### src/hdl/mcs_pkg.sv
`timescale 1ns / 1ps

package mcs_pkg;

   // price and fixed-point geometry
   localparam int PRICE_BITS   = 32;
   localparam int FRAC_BITS    = 16;
   localparam int AVG_BITS     = PRICE_BITS + FRAC_BITS;     // unsigned averages
   localparam int LINE_BITS    = AVG_BITS + 1;               // signed MACD / signal line
   localparam int DIFF_BITS    = LINE_BITS + 1;              // signed x - avg

   // Q1.16 weights, 0..65536
   localparam int W_BITS       = 17;
   localparam int WEIGHT_SHIFT = 16;
   localparam logic [W_BITS-1:0] WEIGHT_MAX = W_BITS'(65536);

   // split multiply: difference taken in two halves
   localparam int LO_BITS   = (DIFF_BITS + 1) / 2;
   localparam int HI_BITS   = DIFF_BITS - LO_BITS;
   localparam int MUL_BITS  = (W_BITS + 1) + (LO_BITS + 1);
   localparam int PROD_BITS = DIFF_BITS + W_BITS;

   localparam int BAR_BITS  = 16;

   // configuration port
   localparam int DATA_BITS = 32;
   localparam int ADDR_BITS = 4;

   localparam logic [W_BITS-1:0]   FAST_WEIGHT_RST   = W_BITS'(10082);
   localparam logic [W_BITS-1:0]   SLOW_WEIGHT_RST   = W_BITS'(4855);
   localparam logic [W_BITS-1:0]   SIGNAL_WEIGHT_RST = W_BITS'(13107);
   localparam logic [BAR_BITS-1:0] WARMUP_BARS_RST   = BAR_BITS'(35);

   typedef enum logic [1:0] {
      REG_FAST_WEIGHT,
      REG_SLOW_WEIGHT,
      REG_SIGNAL_WEIGHT,
      REG_WARMUP_BARS
   } reg_index_type;

   typedef struct packed {
      logic [W_BITS-1:0]   fast_weight;
      logic [W_BITS-1:0]   slow_weight;
      logic [W_BITS-1:0]   signal_weight;
      logic [BAR_BITS-1:0] warmup_bars;
   } cfg_type;

   // shared arithmetic unit commands
   typedef enum logic [1:0] {
      OP_IDLE,
      OP_DIFF,
      OP_MUL_LO,
      OP_MUL_HI
   } op_type;

   // trade signal codes; side codes reuse buy/sell values
   localparam logic [1:0] SIG_HOLD = 2'd0;
   localparam logic [1:0] SIG_BUY  = 2'd1;
   localparam logic [1:0] SIG_SELL = 2'd2;

endpackage

### src/hdl/mcs_csr.sv
`timescale 1ns / 1ps

module mcs_csr import mcs_pkg::*; (
   input  logic                 clock,
   input  logic                 reset,
   input  logic                 csr_psel,
   input  logic                 csr_penable,
   input  logic                 csr_pwrite,
   input  logic [ADDR_BITS-1:0] csr_paddr,
   input  logic [DATA_BITS-1:0] csr_pwdata,
   output logic [DATA_BITS-1:0] csr_prdata,
   output logic                 csr_pready,
   output cfg_type              cfg
);

   cfg_type       cfg_ff;
   cfg_type       cfg_in;
   reg_index_type index;
   logic          wr_en;

   function automatic logic [W_BITS-1:0] clamp_weight(input logic [DATA_BITS-1:0] v);
      logic [W_BITS-1:0] w;
      begin
         w = v[W_BITS-1:0];
         clamp_weight = (w > WEIGHT_MAX) ? WEIGHT_MAX : w;
      end
   endfunction

   assign index      = reg_index_type'(csr_paddr[3:2]);
   assign wr_en      = csr_psel && csr_penable && csr_pwrite;
   assign csr_pready = 1'b1;
   assign cfg        = cfg_ff;

   always_comb begin
      cfg_in = cfg_ff;
      if (wr_en) begin
         case (index)
            REG_FAST_WEIGHT:   cfg_in.fast_weight   = clamp_weight(csr_pwdata);
            REG_SLOW_WEIGHT:   cfg_in.slow_weight   = clamp_weight(csr_pwdata);
            REG_SIGNAL_WEIGHT: cfg_in.signal_weight = clamp_weight(csr_pwdata);
            REG_WARMUP_BARS:   cfg_in.warmup_bars   = csr_pwdata[BAR_BITS-1:0];
            default:           cfg_in = cfg_ff;
         endcase
      end
   end

   always_comb begin
      case (index)
         REG_FAST_WEIGHT:   csr_prdata = {{(DATA_BITS-W_BITS){1'b0}}, cfg_ff.fast_weight};
         REG_SLOW_WEIGHT:   csr_prdata = {{(DATA_BITS-W_BITS){1'b0}}, cfg_ff.slow_weight};
         REG_SIGNAL_WEIGHT: csr_prdata = {{(DATA_BITS-W_BITS){1'b0}}, cfg_ff.signal_weight};
         REG_WARMUP_BARS:   csr_prdata = {{(DATA_BITS-BAR_BITS){1'b0}}, cfg_ff.warmup_bars};
         default:           csr_prdata = '0;
      endcase
   end

   always_ff @(posedge clock) begin
      if (reset) begin
         cfg_ff.fast_weight   <= FAST_WEIGHT_RST;
         cfg_ff.slow_weight   <= SLOW_WEIGHT_RST;
         cfg_ff.signal_weight <= SIGNAL_WEIGHT_RST;
         cfg_ff.warmup_bars   <= WARMUP_BARS_RST;
      end else begin
         cfg_ff <= cfg_in;
      end
   end

endmodule

### src/hdl/mcs_ema_unit.sv
`timescale 1ns / 1ps

// Shared EMA datapath: d = x - avg, acc = w * d in two partial products,
// sum = avg + (acc >>> 16).
module mcs_ema_unit import mcs_pkg::*; (
   input  logic                        clock,
   input  op_type                      op,
   input  logic signed [DIFF_BITS-1:0] avg_op,
   input  logic signed [DIFF_BITS-1:0] x_op,
   input  logic        [W_BITS-1:0]    weight,
   output logic signed [DIFF_BITS-1:0] diff,
   output logic signed [DIFF_BITS-1:0] sum
);

   logic signed [DIFF_BITS-1:0] d_ff, d_in;
   logic signed [PROD_BITS-1:0] acc_ff, acc_in;

   logic        [LO_BITS-1:0]   d_lo;
   logic signed [HI_BITS-1:0]   d_hi;
   logic signed [W_BITS:0]      mul_a;
   logic signed [LO_BITS:0]     mul_b;
   logic signed [MUL_BITS-1:0]  mult;
   logic signed [PROD_BITS-1:0] mult_ext;
   logic signed [PROD_BITS-1:0] scaled;

   assign d_lo  = d_ff[LO_BITS-1:0];
   assign d_hi  = d_ff[DIFF_BITS-1:LO_BITS];
   assign mul_a = {1'b0, weight};
   assign mul_b = (op == OP_MUL_HI) ? (LO_BITS+1)'(d_hi) : {1'b0, d_lo};

   // the one multiplier, 18 x (LO_BITS+1)
   assign mult     = mul_a * mul_b;
   assign mult_ext = PROD_BITS'(mult);

   always_comb begin
      d_in   = d_ff;
      acc_in = acc_ff;
      case (op)
         OP_DIFF:   d_in   = x_op - avg_op;
         OP_MUL_LO: acc_in = mult_ext;
         OP_MUL_HI: acc_in = acc_ff + (mult_ext <<< LO_BITS);
         default: begin
            d_in   = d_ff;
            acc_in = acc_ff;
         end
      endcase
   end

   // floor shift; true step lies between 0 and d, so the floored step stays in that range
   assign scaled = acc_ff >>> WEIGHT_SHIFT;
   assign sum    = avg_op + scaled[DIFF_BITS-1:0];
   assign diff   = d_ff;

   always_ff @(posedge clock) begin
      d_ff   <= d_in;
      acc_ff <= acc_in;
   end

endmodule

### src/hdl/macd_crossover_signal.sv
`timescale 1ns / 1ps

// Channel   Direction  Transfer when             Payload
// req       in         req_valid & req_ready     req_close_price
// rsp       out        rsp_valid & rsp_ready     rsp_trade_signal, rsp_macd_value,
//                                                rsp_signal_line_value, rsp_warmed_up
// csr       in         psel&penable&pwrite       APB registers at 0x0, 0x4, 0x8, 0xC
//
// First bar: seeds the averages only and goes straight to the decision step.
// Later bars: three EMA updates of 4 steps each through the one shared
// multiplier unit, plus MACD difference, copy and decision steps, plus idle.
// Reset (synchronous, active high) clears averages, bar count and side, and
// restores register defaults.
// req_ready is high only while idle; a finished result waits in the output
// register and the next bar may start while rsp is stalled. A bar that
// finishes while the previous result still waits holds in the decision step.
module macd_crossover_signal import mcs_pkg::*; (
   input  logic                        clock,
   input  logic                        reset,
   // input channel
   input  logic                        req_valid,
   output logic                        req_ready,
   input  logic        [PRICE_BITS-1:0] req_close_price,
   // result channel
   output logic                        rsp_valid,
   input  logic                        rsp_ready,
   output logic        [1:0]           rsp_trade_signal,
   output logic signed [LINE_BITS-1:0] rsp_macd_value,
   output logic signed [LINE_BITS-1:0] rsp_signal_line_value,
   output logic                        rsp_warmed_up,
   // configuration
   input  logic                        csr_psel,
   input  logic                        csr_penable,
   input  logic                        csr_pwrite,
   input  logic        [ADDR_BITS-1:0] csr_paddr,
   input  logic        [DATA_BITS-1:0] csr_pwdata,
   output logic        [DATA_BITS-1:0] csr_prdata,
   output logic                        csr_pready
);

   typedef enum logic [2:0] {
      ST_IDLE,
      ST_DIFF,
      ST_MUL_LO,
      ST_MUL_HI,
      ST_SUM,
      ST_MACD,
      ST_LINE,
      ST_DONE
   } state_type;

   // which average the shared unit is working on
   typedef enum logic [1:0] {
      LANE_FAST,
      LANE_SLOW,
      LANE_MACD,
      LANE_SIGNAL
   } lane_type;

   cfg_type cfg;

   state_type state_ff, state_in;
   lane_type  lane_ff, lane_in;

   logic        [AVG_BITS-1:0]  x_ff, x_in;
   logic        [AVG_BITS-1:0]  fast_ff, fast_in;
   logic        [AVG_BITS-1:0]  slow_ff, slow_in;
   logic signed [LINE_BITS-1:0] macd_ff, macd_in;
   logic signed [LINE_BITS-1:0] signal_ff, signal_in;
   logic        [BAR_BITS-1:0]  count_ff, count_in;
   logic        [1:0]           side_ff, side_in;     // SIG_HOLD means no side yet

   logic                        out_valid_ff, out_valid_in;
   logic        [1:0]           out_sig_ff, out_sig_in;
   logic signed [LINE_BITS-1:0] out_macd_ff, out_macd_in;
   logic signed [LINE_BITS-1:0] out_line_ff, out_line_in;
   logic                        out_warm_ff, out_warm_in;

   op_type                      op;
   logic signed [DIFF_BITS-1:0] avg_op, x_op, diff, sum;
   logic        [W_BITS-1:0]    weight;

   logic                        accept;
   logic                        out_free;
   logic                        warm;
   logic        [1:0]           side_now;

   mcs_csr u_csr (
      .clock       (clock),
      .reset       (reset),
      .csr_psel    (csr_psel),
      .csr_penable (csr_penable),
      .csr_pwrite  (csr_pwrite),
      .csr_paddr   (csr_paddr),
      .csr_pwdata  (csr_pwdata),
      .csr_prdata  (csr_prdata),
      .csr_pready  (csr_pready),
      .cfg         (cfg)
   );

   mcs_ema_unit u_ema (
      .clock  (clock),
      .op     (op),
      .avg_op (avg_op),
      .x_op   (x_op),
      .weight (weight),
      .diff   (diff),
      .sum    (sum)
   );

   // operand select for the shared unit
   always_comb begin
      case (lane_ff)
         LANE_FAST: begin
            avg_op = {{(DIFF_BITS-AVG_BITS){1'b0}}, fast_ff};
            x_op   = {{(DIFF_BITS-AVG_BITS){1'b0}}, x_ff};
            weight = cfg.fast_weight;
         end
         LANE_SLOW: begin
            avg_op = {{(DIFF_BITS-AVG_BITS){1'b0}}, slow_ff};
            x_op   = {{(DIFF_BITS-AVG_BITS){1'b0}}, x_ff};
            weight = cfg.slow_weight;
         end
         LANE_MACD: begin
            // diff = fast - slow
            avg_op = {{(DIFF_BITS-AVG_BITS){1'b0}}, slow_ff};
            x_op   = {{(DIFF_BITS-AVG_BITS){1'b0}}, fast_ff};
            weight = cfg.signal_weight;
         end
         LANE_SIGNAL: begin
            avg_op = {signal_ff[LINE_BITS-1], signal_ff};
            x_op   = {macd_ff[LINE_BITS-1], macd_ff};
            weight = cfg.signal_weight;
         end
         default: begin
            avg_op = '0;
            x_op   = '0;
            weight = '0;
         end
      endcase
   end

   always_comb begin
      case (state_ff)
         ST_DIFF, ST_MACD: op = OP_DIFF;
         ST_MUL_LO:        op = OP_MUL_LO;
         ST_MUL_HI:        op = OP_MUL_HI;
         default:          op = OP_IDLE;
      endcase
   end

   assign req_ready = (state_ff == ST_IDLE);
   assign accept    = req_valid && req_ready;
   assign out_free  = !out_valid_ff || rsp_ready;

   // decision inputs; equal lines count as the lower side
   assign warm     = (count_ff >= cfg.warmup_bars);
   assign side_now = (macd_ff > signal_ff) ? SIG_BUY : SIG_SELL;

   always_comb begin
      state_in     = state_ff;
      lane_in      = lane_ff;
      x_in         = x_ff;
      fast_in      = fast_ff;
      slow_in      = slow_ff;
      macd_in      = macd_ff;
      signal_in    = signal_ff;
      count_in     = count_ff;
      side_in      = side_ff;
      out_valid_in = out_valid_ff && !rsp_ready;
      out_sig_in   = out_sig_ff;
      out_macd_in  = out_macd_ff;
      out_line_in  = out_line_ff;
      out_warm_in  = out_warm_ff;

      case (state_ff)
         ST_IDLE: begin
            if (accept) begin
               x_in     = {req_close_price, {FRAC_BITS{1'b0}}};
               count_in = (count_ff == '1) ? count_ff : count_ff + 1'b1;
               lane_in  = LANE_FAST;
               if (count_ff == '0) begin
                  // first bar seeds both averages exactly
                  fast_in   = {req_close_price, {FRAC_BITS{1'b0}}};
                  slow_in   = {req_close_price, {FRAC_BITS{1'b0}}};
                  macd_in   = '0;
                  signal_in = '0;
                  state_in  = ST_DONE;
               end else begin
                  state_in  = ST_DIFF;
               end
            end
         end
         ST_DIFF:   state_in = ST_MUL_LO;
         ST_MUL_LO: state_in = ST_MUL_HI;
         ST_MUL_HI: state_in = ST_SUM;
         ST_SUM: begin
            case (lane_ff)
               LANE_FAST: begin
                  fast_in  = sum[AVG_BITS-1:0];
                  lane_in  = LANE_SLOW;
                  state_in = ST_DIFF;
               end
               LANE_SLOW: begin
                  slow_in  = sum[AVG_BITS-1:0];
                  lane_in  = LANE_MACD;
                  state_in = ST_MACD;
               end
               default: begin
                  signal_in = sum[LINE_BITS-1:0];
                  state_in  = ST_DONE;
               end
            endcase
         end
         ST_MACD: state_in = ST_LINE;
         ST_LINE: begin
            macd_in  = diff[LINE_BITS-1:0];
            lane_in  = LANE_SIGNAL;
            state_in = ST_DIFF;
         end
         ST_DONE: begin
            // wait here until the output register is free
            if (out_free) begin
               out_valid_in = 1'b1;
               out_macd_in  = macd_ff;
               out_line_in  = signal_ff;
               out_warm_in  = warm;
               out_sig_in   = SIG_HOLD;
               if (warm) begin
                  if (side_ff != SIG_HOLD && side_now != side_ff) begin
                     out_sig_in = side_now;
                  end
                  side_in = side_now;
               end
               state_in = ST_IDLE;
            end
         end
         default: state_in = ST_IDLE;
      endcase
   end

   always_ff @(posedge clock) begin
      if (reset) begin
         state_ff     <= ST_IDLE;
         lane_ff      <= LANE_FAST;
         fast_ff      <= '0;
         slow_ff      <= '0;
         macd_ff      <= '0;
         signal_ff    <= '0;
         count_ff     <= '0;
         side_ff      <= SIG_HOLD;
         out_valid_ff <= 1'b0;
      end else begin
         state_ff     <= state_in;
         lane_ff      <= lane_in;
         fast_ff      <= fast_in;
         slow_ff      <= slow_in;
         macd_ff      <= macd_in;
         signal_ff    <= signal_in;
         count_ff     <= count_in;
         side_ff      <= side_in;
         out_valid_ff <= out_valid_in;
      end
   end

   // input price and result payload
   always_ff @(posedge clock) begin
      x_ff        <= x_in;
      out_sig_ff  <= out_sig_in;
      out_macd_ff <= out_macd_in;
      out_line_ff <= out_line_in;
      out_warm_ff <= out_warm_in;
   end

   assign rsp_valid             = out_valid_ff;
   assign rsp_trade_signal      = out_sig_ff;
   assign rsp_macd_value        = out_macd_ff;
   assign rsp_signal_line_value = out_line_ff;
   assign rsp_warmed_up         = out_warm_ff;

endmodule
### config.mk
export PLATFORM = sky130hd
export DESIGN_NAME = macd_crossover_signal
export DESIGN_NICKNAME = d
export VERILOG_FILES = /design/src/hdl/mcs_pkg.sv /design/src/hdl/mcs_csr.sv /design/src/hdl/mcs_ema_unit.sv /design/src/hdl/macd_crossover_signal.sv
export SDC_FILE = /design/constraint.sdc
export NUM_CORES = 2
export LEC_CHECK = 0
export BUFFER_PORTS_ARGS = -buffer_cell sky130_fd_sc_hd__buf_2
export CAP_MARGIN = 20
export CORE_MARGIN = 3
export CORE_UTILIZATION = 57
export CTS_CLUSTER_DIAMETER = 60
export DETAILED_ROUTE_END_ITERATION = 7
export PLACE_DENSITY = 0.84
export SYNTH_ARGS = -nofsm -noshare
export SYNTH_HDL_FRONTEND = slang
export SYNTH_SLANG_ARGS = --single-unit
### constraint.sdc
create_clock -name clock -period 14.7 [get_ports clock]
set_clock_uncertainty 0.1 [all_clocks]
set_input_delay 1.47 -clock clock [delete_from_list [all_inputs] [get_ports clock]]
set_output_delay 1.47 -clock clock [all_outputs]
set_load 0.03 [all_outputs]
Word level (Yosys, flattened, before mapping)
Cells that the tools add are included.
{ "totals": {"register_bits": 535, "inputBits": 75, "output_inout_bits": 136, "word_cells": 120} }
{ "classes": {"n_addsub": 4, "mul": 1, "n_lt_le_gt_ge": 3, "eq_ne": 25, "mux": 30, "bitwise": 1, "n_reduce_logical": 36} }
{ "op_table": {"columns": ["op", "n"], "rows": [
  ["$pmux W50 S3", 2],
  ["$pmux W49 S2", 2],
  ["$mux W48", 4],
  ["$pmux W48 S2", 2],
  ["$mux W49", 3],
  ["$pmux W67 S2", 1],
  ["$pmux W32 S4", 1],
  ["$add A67 B67 Y67", 1],
  ["$pmux W17 S3", 1],
  ["$sub A50 B50 Y50", 1],
  ["$add A49 B49 Y49", 1],
  ["$gt A49 B49 Y1", 1],
  ["$mul A18 B26 Y44", 1],
  ["$mux W26", 1],
  ["$pmux W3 S8", 1],
  ["$gt A17 B17 Y1 const B", 1],
  ["$mux W17", 1],
  ["$add A16 B1 Y16 const B", 1],
  ["$eq A16 B16 Y1 const B", 1],
  ["$ge A16 B16 Y1", 1],
  ["$logic_not A16 Y1", 1],
  ["$reduce_and A2 Y1", 8],
  ["$eq A2 B2 Y1 const B", 6],
  ["$eq A3 B3 Y1 const B", 4],
  ["other kinds (24)", 53]
]} }

Longest topological paths before layout
{ "logic_depth": {"depth_word": 8, "ltp_mapped": 44, "mapped_depth_nobuf": 40} }

By module
A second synthesis with hierarchy kept.
{ "hier_totals": {"cells_unflattened": 5179, "hier_area_um2": 46607.2} }
{ "modules_own_cells": {"columns": ["module", "n_inst", "cells_per_inst", "area_each_um2", "seq_area_each_um2"], "rows": [
  ["mcs_ema_unit", 1, 3190, 27576.4, 3002.9],
  ["macd_crossover_signal", 1, 1656, 15725.1, 8358.0],
  ["mcs_csr", 1, 333, 3305.7, 1341.3]
]} }

Least setup slack after synthesis
Ideal clock, no wire load.
{ "synth_timing": {"path_type": "reg-to-reg", "start": "register state_ff[1]", "end": "register u_ema.acc_ff[63], data pin", "setup_ns": 0.267, "arrival_ns": 10.737, "required_ns": 14.333, "setup_slack_ns": 3.596, "stages_incl_launch_ff": 38, "n_path_buf": 3, "synth_period_minus_slack_ns": 11.104, "cell_sequence": "dfxtp_1 > buf_2 > inv_1 > nor2_1 > nand2_1 > buf_1 > mux2i_1 > clkbuf_1 > nor2_1 > fa_1 > inv_1 > fa_1 > inv_1 > fa_1 > fa_1 > fa_1 > inv_1 > fa_1 > [... 2 more ...] > a21o_1 > a21o_1 > a21o_1 > a21oi_1 > a21bo_2 > a21oi_1 > o21bai_1 > a21oi_1 > xnor2_1 > ha_1 > a21o_1 > a21o_1 > a311o_1 > a31oi_2 > o21ai_1 > a211oi_1 > xor2_1 > o21ai_0"} }
{ "synth_via": {"elab_chain_cells": 8, "elab_cells_between_ends": 12, "classes_between": "add/sub (1); mul (1); eq/ne (6); mux (3); reduce/logical (1)"} }
{ "synth_lines": {"columns": ["element", "line_no", "text"], "rows": [
  ["from (decl)", "macd_crossover_signal.sv:62", "state_type state_ff, state_in;"],
  ["from (signal assigned)", "macd_crossover_signal.sv:254", "state_ff <= state_in;"],
  ["$eq A3 B3 Y1 or $eq A3 B1 Y1 (tied branches)", "macd_crossover_signal.sv:144", "case (state_ff)"],
  ["$reduce_or A2 Y1", "macd_crossover_signal.sv:144", null],
  ["$pmux W2 S3 *", "macd_crossover_signal.sv:144", null],
  ["$eq A2 B2 Y1", "mcs_ema_unit.sv:29, mcs_ema_unit.sv:38", null],
  ["$mux W26", "mcs_ema_unit.sv:29", "assign mul_b = (op == OP_MUL_HI) ? (LO_BITS+1)'(d_hi) : {1'b0, d_lo};"],
  ["$mul A18 B26 Y44", "mcs_ema_unit.sv:32", "assign mult = mul_a * mul_b;"],
  ["$add A67 B67 Y67", "mcs_ema_unit.sv:41", "OP_MUL_HI: acc_in = acc_ff + (mult_ext <<< LO_BITS);"],
  ["$pmux W67 S2 *", "mcs_ema_unit.sv:38", "case (op)"],
  ["named net u_ema.acc_in[63]", "mcs_ema_unit.sv:16", "logic signed [PROD_BITS-1:0] acc_ff, acc_in;"],
  ["to (signal assigned)", "mcs_ema_unit.sv:56", "acc_ff <= acc_in;"],
  ["to (decl)", "mcs_ema_unit.sv:16", null]
]} }
Mark *: on every way through the listed nets, which the timed path passes. The rest lies on a longest branch.
A chain may end at the register's enable or synchronous reset.

Final worst setup path
Ends and elaborated chain as after synthesis.

==> metrics.yaml <==
status: "finished clean"
ys_seq_area_share_pct: 28.0
max_freq_ghz: 0.0886
gp_congestion: 0.972
core_area_sq_um: 78100
postSynthCellCount: 5138
hold_path_class: "reg -> reg"
drc: 0
clk_latency_ns: 0.66
nFillCells: 6374
post-cts-setup-buffers: 0
postRouteAntennaNets: 0
ys_warn_count: 0
fp.dieArea_sq_um: 82900
register_area_sq_um: 12700
path_common_cell: "fa_1"
start_kind: "flop"
crit_path_max_incr_delay_ns: 0.97
syn_avg_cell_area_sq_um: 8.82
cp-end-kind: "flop"
clock-sinks: 517
multi_input_area_sq_um: 29200
dieHeight_um: 288
cts_made_buffers: 56
rows: 102
nets: 6032
yosysUniqueCellTypes: 96
path_clk_slew_ns: 0.07
cts_root_buf: "clkbuf_16"
io_buffers: 177
hold_viol: 0
drv_cap: 0
period_needed_ns: 11.29
dp_hpwl_um: 104000
track_usage_pct: 33.2
critical_path_peak_fanout: 62
num_vias: 38500
cts_tree: "done"
grt_pass1_wl_um: 214000
netlist_area_sq_um: 45300
critPathArrivalTime_ns: 11.51
crit_family: "adder cells"
cp_slowest_cell: "mux2i_1"
cp_num_buf_inv: 7
path_class: "reg -> reg"
async_flop_share_pct: 0
antenna_found_initial: 1
rsz0062_at_grt: "false"
maxSlewViolCount: 0
synth_edf_count: 232
initial_utilization_pct: 58.0
ys_ff_latch: 517
holdBufCountCts: 0
drt_iter0_drc: 4223
fin_crit_sh_pct: 76.8
routed_via_density: 6.12
grt_max_degree: 104
setup-tns-final_ns: 0
io-pin-count: 211
routed_wl_um: 139000
grt_pass1_vias: 38000
cp.required_ns: 14.92
cts_resized: 0
fp.dieW_um: 288
routedWlPerCell_um: 22.1
finalSetupViolCount: 0
dr.pass1.iters: 6
layout_commonest_cell: "inv_1"
drive_above_1_share_pct: 8.36
grt_remaining_overflow: 0
synth_ff_type: "dfxtp_1"
final_cell_mix: "inv_1 (701), nand2_1 (660), nor2_1 (607)"
worst_slew_pin_slew_ns: 1.16
htree_num_levels: 2
area_delta_synth_final_pct: 8.55
relSlewSlack_pct: 20.4
cts_buffer_depth: 3
synthesized netlist by cell type, types with 16 or more instances:
cell | number | area, sq um
a211o_1 | 31 | 272
a211oi_1 | 65 | 488
a21o_1 | 116 | 871
a21oi_1 | 319 | 1600
a22o_1 | 22 | 193
a22oi_1 | 150 | 1130
a31oi_1 | 26 | 163
and2_1 | 28 | 175
and3_1 | 26 | 163
buf_1 | 22 | 82.6
buf_4 | 17 | 128
clkbuf_1 | 194 | 728
dfxtp_1 | 285 | 5710
edfxtp_1 | 232 | 6970
fa_1 | 434 | 8690
ha_1 | 321 | 4020
inv_1 | 701 | 2630
mux2i_1 | 41 | 410
mux4_2 | 16 | 360
nand2_1 | 661 | 2480
nand2b_1 | 31 | 194
nand3_1 | 50 | 250
nand4_1 | 43 | 269
nor2_1 | 611 | 2290
nor2b_1 | 35 | 219
nor3_1 | 38 | 190
o21a_1 | 37 | 278
o21ai_0 | 172 | 861
o21ai_1 | 23 | 115
o21bai_1 | 22 | 165
xnor2_1 | 98 | 858
xor2_1 | 76 | 666
worst paths after layout:
path / from / slack, ns / end / cells after the start
setup / recovery: state_ff[1]$_SDFFE_PP0P_ / 3.41 / u_ema.acc_ff[63]$_DFFE_PP_ / 35
hold / removal: slow_ff[9]$_SDFFE_PP0P_ / 0.36 / slow_ff[9]$_SDFFE_PP0P_ / 2
setup reg to reg: state_ff[1]$_SDFFE_PP0P_ / 3.41 / u_ema.acc_ff[63]$_DFFE_PP_ / 35
hold reg to reg: slow_ff[9]$_SDFFE_PP0P_ / 0.36 / slow_ff[9]$_SDFFE_PP0P_ / 2
metrics by stage:
| stage | instances | setup slack (ns) | hold WS, ns | cell area (sq um) | utilization [%] |
|---|---|---|---|---|---|
| CTS | 6283 | 3.37 | 0.359 | 49100 | 62.8 |
| global route | 6290 | 2.84 | 0.381 | 49200 | 63.0 |
| finish | 6291 | 3.41 | 0.359 | 49200 | 63.0 |
| floorplan | 5152 | 3.60 | 0.330 | 45400 | - |
| global placement | 6176 | 3.66 | 0.342 | 47100 | 60.3 |
| detailed placement | 6177 | 3.44 | 0.351 | 47100 | 60.3 |
area by class of cell:
class,count,area share (%)
clock buffer,73,3.19
timing repair buffer,241,2.90
sequential,517,25.8
tap,1040,2.65
antenna,1,0.00509
multi-input combinational,3685,59.4
inverter,701,5.35
clock inverter,33,0.768
sequential cells by signal, summed over array words and instances, names as in the netlist:
register / count
signal_ff: 49
count_ff: 16
u_csr.cfg: 67
rsp_valid: 1
x_ff: 32
rsp_trade_signal: 2
u_ema.diff: 50
slow_ff: 48
u_ema.acc_ff: 49
rsp_macd_value: 49
macd_ff: 49
lane_ff: 2
side_ff: 2
state_ff: 3
rsp_signal_line_value: 49
rsp_warmed_up: 1
fast_ff: 48
worst min-delay path, delay by kind of cell, from the launching register on:
kind	cells	cell delay (ns)
flip-flops	1	0.31
AO/OA/AOI/OAI	1	0.05
AND/OR/NAND/NOR	1	0.05
per-layer routing:
metal  GRT usage (%)  routed length [um]  vias to the layer above
met1            43.4               53000                    18700
met2            53.5               64000                     2162
met3            5.72               13900                      494
met5               0                  13                        -
li1                -                   -                    17200
met4            16.4                7960                        2
kinds of logic after synthesis:
logic type / after synthesis / share of synthesized area [%]
AND/OR/NAND/NOR: 1577 / 14.6
flip-flops: 517 / 28.0
XOR/XNOR: 174 / 3.36
other: 2 / 0.0166
multiplexers: 63 / 1.85
buffers and inverters: 950 / 8.07
adder cells (fa/ha/maj): 755 / 28.0
AO/OA/AOI/OAI: 1100 / 16.1
Power is left out: the tool's default activity adds up to more than one toggle a clock period on the data nets, which glitch-free logic cannot reach.
